File: src/rtl/msc_pkg.sv
`default_nettype none

package msc_pkg;

    // Field and register widths fixed by the interface.
    localparam int LEN_W   = 5;
    localparam int STEP_W  = 16;
    localparam int ADDR_W  = 32;
    localparam int IDXIN_W = 4;
    localparam int CFG_W   = 32;
    localparam int CFGI_W  = 2;

    typedef enum logic {
        OP_LOAD = 1'b0,
        OP_DATA = 1'b1
    } t_op;

    typedef enum logic [CFGI_W-1:0] {
        CFG_PATTERN_LENGTH = 2'd0,
        CFG_STEP_SIZE      = 2'd1,
        CFG_START_ADDRESS  = 2'd2
    } t_cfg_index;

    typedef struct packed {
        logic              found;
        logic [ADDR_W-1:0] match_address;
    } t_result;

endpackage

`default_nettype wire

File: src/rtl/msc_cell.sv
`default_nettype none

module msc_cell
    import msc_pkg::*;
(
    input  wire logic       i_clk,
    input  wire logic       i_shift,
    input  wire logic [7:0] i_byte,
    input  wire logic [7:0] i_pat,
    input  wire logic [7:0] i_msk,
    input  wire logic       i_active,
    output logic      [7:0] o_byte,
    output logic            o_hit
);

    logic [7:0] r_byte;

    // The compare looks at the byte this cell takes on the shift, so the
    // window that ends on the arriving byte is judged in the same cycle.
    assign o_hit  = !i_active || (((i_byte ^ i_pat) & i_msk) == 8'h00);
    assign o_byte = r_byte;

    always_ff @(posedge i_clk) begin
        if (i_shift) begin
            r_byte <= i_byte;
        end
    end

endmodule

`default_nettype wire

File: src/rtl/msc_outbuf.sv
`default_nettype none

module msc_outbuf
    import msc_pkg::*;
(
    input  wire logic    i_clk,
    input  wire logic    i_rst_n,
    input  wire logic    i_push,
    input  wire t_result i_push_data,
    input  wire logic    i_ready,
    output logic         o_valid,
    output t_result      o_data,
    output logic [1:0]   o_level
);

    logic    r_hd_valid;
    logic    r_sk_valid;
    t_result r_hd;
    t_result r_sk;
    logic    w_pop;

    assign w_pop   = r_hd_valid && i_ready;
    assign o_valid = r_hd_valid;
    assign o_data  = r_hd;
    assign o_level = {1'b0, r_hd_valid} + {1'b0, r_sk_valid};

    always_ff @(posedge i_clk) begin
        if (!i_rst_n) begin
            r_hd_valid <= 1'b0;
            r_sk_valid <= 1'b0;
        end else if (w_pop) begin
            if (r_sk_valid) begin
                r_hd       <= r_sk;
                r_sk_valid <= i_push;
                r_sk       <= i_push_data;
            end else begin
                r_hd_valid <= i_push;
                r_hd       <= i_push_data;
            end
        end else if (!r_hd_valid) begin
            r_hd_valid <= i_push;
            r_hd       <= i_push_data;
        end else if (i_push) begin
            r_sk_valid <= 1'b1;
            r_sk       <= i_push_data;
        end
    end

endmodule

`default_nettype wire

File: src/rtl/masked_pattern_scanner.sv
`default_nettype none

// Masked pattern scanner. Load items fill the pattern and mask entries;
// data items stream the searched range one byte per cycle through a row of
// PAT_MAX byte cells, each of which compares its byte against its pattern
// entry under the mask. One item is taken every clock cycle, loads and data
// alike, unless the input stalls. A scan yields one result, the first
// matching window or not-found on the last byte, which waits after the
// result stage in a two-entry output buffer; the input stalls only while two
// results are still untaken downstream. The user is to write configuration
// through the plain write port while no result is pending; nothing enforces it.
module masked_pattern_scanner
    import msc_pkg::*;
#(
    parameter int PAT_MAX = 16
) (
    input  wire logic               i_clk,
    input  wire logic               i_rst_n,
    input  wire logic               i_cfg_we,
    input  wire logic [CFGI_W-1:0]  i_cfg_index,
    input  wire logic [CFG_W-1:0]   i_cfg_data,
    input  wire logic               i_in_valid,
    output logic                    o_in_ready,
    input  wire logic               i_op,
    input  wire logic [IDXIN_W-1:0] i_entry_index,
    input  wire logic [7:0]         i_pattern_byte,
    input  wire logic [7:0]         i_mask_byte,
    input  wire logic [7:0]         i_data_byte,
    input  wire logic               i_last_byte,
    output logic                    o_out_valid,
    input  wire logic               i_out_ready,
    output logic                    o_found,
    output logic [ADDR_W-1:0]       o_match_address
);

    localparam int IDX_W = (PAT_MAX > 1) ? $clog2(PAT_MAX) : 1;

    // Configuration registers.
    logic [LEN_W-1:0]  r_len;
    logic [STEP_W-1:0] r_step;
    logic [ADDR_W-1:0] r_start;

    // Pattern entries; contents are undefined until loaded.
    logic [7:0] r_pat [PAT_MAX];
    logic [7:0] r_msk [PAT_MAX];

    // Scan state.
    logic [ADDR_W-1:0] r_bytes_seen;
    logic [STEP_W-1:0] r_phase;
    logic              r_done;

    // Result stage ahead of the output buffer.
    logic              r_s1_valid;
    logic              r_s1_found;
    logic [ADDR_W-1:0] r_s1_bytes;
    logic [LEN_W-1:0]  r_s1_len;

    logic [LEN_W-1:0]  w_eff_len;
    logic [STEP_W-1:0] w_eff_step;
    logic              w_acc;
    logic              w_load_acc;
    logic              w_data_acc;
    logic              w_go;
    logic              w_tested;
    logic              w_hit;
    logic              w_all_hit;
    logic [ADDR_W-1:0] w_bytes_new;
    logic [STEP_W:0]   w_phase_inc;
    logic [STEP_W-1:0] w_phase_next;
    logic [PAT_MAX-1:0] w_hits;
    logic [7:0]        w_chain [PAT_MAX+1];
    logic [1:0]        w_level;
    logic [1:0]        w_pending;
    logic              w_pop;
    logic              w_buf_valid;
    t_result           w_push_data;
    t_result           w_head;

    assign w_eff_len = (r_len == '0) ? LEN_W'(1) :
                       (32'(r_len) > PAT_MAX) ? LEN_W'(PAT_MAX) : r_len;
    assign w_eff_step = (r_step == '0) ? STEP_W'(1) : r_step;

    assign w_pending  = w_level + {1'b0, r_s1_valid};
    assign w_pop      = w_buf_valid && i_out_ready;
    assign o_in_ready = (w_pending < 2'd2) || ((w_pending == 2'd2) && w_pop);

    assign w_acc      = i_in_valid && o_in_ready;
    assign w_load_acc = w_acc && (i_op == OP_LOAD);
    assign w_data_acc = w_acc && (i_op == OP_DATA);
    assign w_go       = w_data_acc && !r_done;

    assign w_bytes_new = (r_bytes_seen == '1) ? r_bytes_seen : r_bytes_seen + ADDR_W'(1);
    // After this byte, at least eff_len bytes of the scan are in the window.
    assign w_tested  = w_go && (r_bytes_seen >= ADDR_W'(w_eff_len) - ADDR_W'(1));
    assign w_all_hit = &w_hits;
    assign w_hit     = w_tested && (r_phase == '0) && w_all_hit;

    assign w_phase_inc  = {1'b0, r_phase} + (STEP_W+1)'(1);
    assign w_phase_next = (w_phase_inc >= {1'b0, w_eff_step}) ? '0 : w_phase_inc[STEP_W-1:0];

    // Cell k holds the byte k places back in the stream and is compared with
    // pattern entry eff_len-1-k.
    assign w_chain[0] = i_data_byte;

    for (genvar k = 0; k < PAT_MAX; k++) begin : g_cell
        logic [LEN_W-1:0] w_rel;
        logic [IDX_W-1:0] w_sel;
        logic             w_active;

        assign w_rel    = w_eff_len - LEN_W'(1) - LEN_W'(k);
        assign w_sel    = IDX_W'(w_rel);
        assign w_active = int'(w_eff_len) > k;

        msc_cell u_cell (
            .i_clk    (i_clk),
            .i_shift  (w_go),
            .i_byte   (w_chain[k]),
            .i_pat    (r_pat[w_sel]),
            .i_msk    (r_msk[w_sel]),
            .i_active (w_active),
            .o_byte   (w_chain[k+1]),
            .o_hit    (w_hits[k])
        );
    end

    always_ff @(posedge i_clk) begin
        if (!i_rst_n) begin
            r_len   <= LEN_W'(1);
            r_step  <= STEP_W'(1);
            r_start <= '0;
        end else if (i_cfg_we) begin
            case (i_cfg_index)
                CFG_PATTERN_LENGTH: r_len   <= i_cfg_data[LEN_W-1:0];
                CFG_STEP_SIZE:      r_step  <= i_cfg_data[STEP_W-1:0];
                CFG_START_ADDRESS:  r_start <= i_cfg_data[ADDR_W-1:0];
                default: ;
            endcase
        end
    end

    always_ff @(posedge i_clk) begin
        if (w_load_acc && (32'(i_entry_index) < PAT_MAX)) begin
            r_pat[IDX_W'(i_entry_index)] <= i_pattern_byte;
            r_msk[IDX_W'(i_entry_index)] <= i_mask_byte;
        end
    end

    always_ff @(posedge i_clk) begin
        if (!i_rst_n) begin
            r_bytes_seen <= '0;
            r_phase      <= '0;
            r_done       <= 1'b0;
        end else if (w_data_acc && i_last_byte) begin
            r_bytes_seen <= '0;
            r_phase      <= '0;
            r_done       <= 1'b0;
        end else if (w_go) begin
            r_bytes_seen <= w_bytes_new;
            if (w_hit) begin
                r_done <= 1'b1;
            end else if (w_tested) begin
                r_phase <= w_phase_next;
            end
        end
    end

    always_ff @(posedge i_clk) begin
        if (!i_rst_n) begin
            r_s1_valid <= 1'b0;
        end else begin
            r_s1_valid <= w_go && (w_hit || i_last_byte);
        end
        r_s1_found <= w_hit;
        r_s1_bytes <= w_bytes_new;
        r_s1_len   <= w_eff_len;
    end

    assign w_push_data.found         = r_s1_found;
    assign w_push_data.match_address = r_s1_found ?
        (r_start + r_s1_bytes - ADDR_W'(r_s1_len)) : '0;

    msc_outbuf u_outbuf (
        .i_clk       (i_clk),
        .i_rst_n     (i_rst_n),
        .i_push      (r_s1_valid),
        .i_push_data (w_push_data),
        .i_ready     (i_out_ready),
        .o_valid     (w_buf_valid),
        .o_data      (w_head),
        .o_level     (w_level)
    );

    assign o_out_valid     = w_buf_valid;
    assign o_found         = w_head.found;
    assign o_match_address = w_head.match_address;

endmodule

`default_nettype wire

File: config.mk
export PLATFORM = sky130hd
export DESIGN_NAME = masked_pattern_scanner
export DESIGN_NICKNAME = d
export VERILOG_FILES = /design/src/rtl/msc_pkg.sv /design/src/rtl/msc_cell.sv /design/src/rtl/msc_outbuf.sv /design/src/rtl/masked_pattern_scanner.sv
export SDC_FILE = /design/constraint.sdc
export NUM_CORES = 2
export LEC_CHECK = 0
export ABC_AREA = 1
export BUFFER_PORTS_ARGS = -buffer_cell sky130_fd_sc_hd__clkbuf_2
export CAP_MARGIN = 20
export CORE_MARGIN = 2
export CORE_UTILIZATION = 35
export DETAILED_ROUTE_END_ITERATION = 8
export PLACE_DENSITY = 0.5
export SKIP_CTS_REPAIR_TIMING = 1
export SLEW_MARGIN = 20
export SYNTH_ARGS = -nofsm -noshare
export SYNTH_HDL_FRONTEND = slang
export SYNTH_HIERARCHICAL = 1
export SYNTH_SLANG_ARGS = --single-unit
export TNS_END_PERCENT = 100
File: constraint.sdc
create_clock -name i_clk -period 14.8 [get_ports i_clk]
set_input_delay 2.96 -clock i_clk [delete_from_list [all_inputs] [get_ports i_clk]]
set_output_delay 2.96 -clock i_clk [all_outputs]
set_load 0.005 [all_outputs]
==> out/qor_table.md <==
| Parameter | This run | Unit |
|:---|:---|:---|
| Headroom to the max-slew limit | 0.216 | - |
| Most numerous cell on the critical path | sky130_fd_sc_hd__nand2_1 | - |
| Core occupancy in the finished layout | 0.388 | - |
| Slowest cell delay on critical path | 0.72 | ns |
| DR vias | 35400 | - |
| H-tree lvl count | 3 | - |
| Maximum capacitance violations | 0 | - |
| CP Capture Type | register | - |
| Critical Setup Path Class | reg -> reg | - |
| Static leakage | 19.4 | nW |
| Clock insertion delay at the later pin of the skew report | 0.66 | ns |
| Clock transition at the registers of the reported paths | 0.06 | ns |
| Most common cell after layout, fill and taps aside | sky130_fd_sc_hd__nand2_1 | - |
| Final setup viols | 0 | - |
| Clock sink total | 585 | - |
| Achievable frequency | 130 | MHz |
| Die extent in y | 340 | µm |
| Total core area | 112000 | µm² |
| Initial antenna violation count | 7 | - |
| Number of global-route vias before repair | 31300 | - |
| Final layout net count | 5582 | - |
| Starting utilization of the core area | 0.352 | - |
| Grt ovf | 0 | - |
| Routed length per instance | 19.9 | µm |
| Quantity of I/O buffers inserted on ports | 103 | - |
| Unrepaired setup endpoints after global routing | false | - |
| Actual slew at the worst max-slew pin | 1.17 | ns |
| Share of cells above drive strength 1 | 0.0649 | - |
| Top-level port count | 104 | - |
| Final sum of negative setup slack | 0 | ns |
| Sequential Area | 16100 | µm² |
| Number of search-and-repair iterations in the first detailed-routing pass | 6 | - |
| TritonCTS clock tree | yes | - |
| Crit path max-delay cell type | sky130_fd_sc_hd__nand3_1 | - |
| Maximum number of buffers from clock root to sink | 3 | - |
| Routed Antenna Nets | 0 | - |
| Total power divided by cell area | 129 | nW/µm² |
| Die Outline Area | 115000 | µm² |
| Buffer type at the clock tree root | sky130_fd_sc_hd__clkbuf_16 | - |
| Fin Clk Skew | 0.0246 | ns |
| CP Max Fanout | 142 | - |
| Warning count from the yosys run | 6 | - |
| Count of mapped cells out of synthesis | 5387 | - |
| Area delta synth->final | 10.3 | % |
| Final period util | 0.520 | - |
| Max VDD drop | 0.0833 | mV |
| Run status | completed | - |
| Multi-input gate area | 19500 | µm² |
| Arrival time at the worst endpoint | 8.24 | ns |
| Leading cell types in the layout, fill and taps excluded | 1693 x sky130_fd_sc_hd__nand2_1, 676 x sky130_fd_sc_hd__inv_1, 553 x sky130_fd_sc_hd__nand3_1 | - |
| Tmin final | 7.70 | ns |
| Weighted congestion at the end of routability-driven global placement | 0.928 | - |
| Data required time at the worst endpoint | 15.33 | ns |
| Hold crit path type | reg -> reg | - |
| Hold Vio Cnt, Final | 0 | - |
| Via/cell ratio | 5.09 | - |
| Area of the mapped netlist | 39400 | µm² |
| Mapped Avg Cell Area | 7.32 | µm² |
| Cts bufs inserted | 72 | - |
| Wire length of the first global-routing pass | 202000 | µm |
| Overall die width | 340 | µm |
| Number of filler cells placed in the layout | 11800 | - |
| Pins over their slew limit | 0 | - |
| Largest net degree at the start of global routing | 218 | - |
| Total routing usage reported by global routing | 0.234 | - |
| Critical path launch point type | register | - |
| Post-route DRC | 0 | - |
| Number of placement rows | 123 | - |
| Dpl hpwl | 101000 | µm |
| Initial DRC Count | 3150 | - |
| Post-Route Hold Slack | 0.464 | ns |
| Final WL | 138000 | µm |
[power by group]
group	switching [W]	total (W)	leakage (nW)	internal, W
sequential	0.0000325	0.00184	5.17	0.00181
combinational	0.00140	0.00197	13.1	0.000573
clock	0.000747	0.00180	1.16	0.00105
[final cells by class]
| class | instances | area share |
|---|---|---|
| multi-input cells | 3879 | 0.449 |
| flip-flops and latches | 585 | 0.371 |
| inverters | 698 | 0.0604 |
| clock buffers | 95 | 0.0471 |
| well taps | 1500 | 0.0432 |
| repair buffers | 150 | 0.0220 |
| clock inverters | 33 | 0.00745 |
| diodes | 3 | 0.000173 |
[layer usage]
layer	vias up	GRT usage	routed length (µm)	part of all wire
met4	4	0.0749	4470	0.032
met2	1087	0.366	60200	0.44
met5	-	0	25	0.00018
li1	17700	-	-	-
met3	215	0.0307	8330	0.060
met1	16300	0.334	64900	0.47
[registers in the layout (all words and copies together) (netlist names), 32 cells and up]
signal and count:
g_cell.u_cell/o_byte 120, r_bytes_seen 32, r_msk 128, r_pat 128, r_s1_bytes 32, r_start 32, u_outbuf/o_data 33, u_outbuf/r_sk 33
[through the flow]
stage | setup WS, ns | cells | area, µm² | power, W
2_1_floorplan | 7.26 | 5413 | 39500 | 0.00325
3_3_place_gp | 7.27 | 6807 | 41000 | 0.00379
3_5_place_dp | 7.20 | 6810 | 41100 | 0.00381
4_1_cts | 7.15 | 6938 | 43400 | 0.00562
5_1_grt | 6.55 | 6942 | 43500 | 0.00592
6_report | 7.10 | 6943 | 43500 | 0.00561
[final timing paths]
check         startpoint          end  slack, ns  depth (start not counted)
max reg2reg     r_len[1]   r_phase[4]       7.10                         34
min reg2reg  r_start[23]  r_start[23]       0.46                          2
max             r_len[1]   r_phase[4]       7.10                         34
min          r_start[23]  r_start[23]       0.46                          2
[critical path, delay by kind of cell (launching register included)]
kind                     cells  cell delay, ns
buffers and inverters        7            1.61
AO/OA/AOI/OAI                1            0.23
AND/OR/NAND/NOR             23            3.92
XOR/XNOR                     1            0.68
adder cells (fa/ha/maj)      2            0.64
flip-flops                   1            0.36
Power figures use the tool's default switching activity.
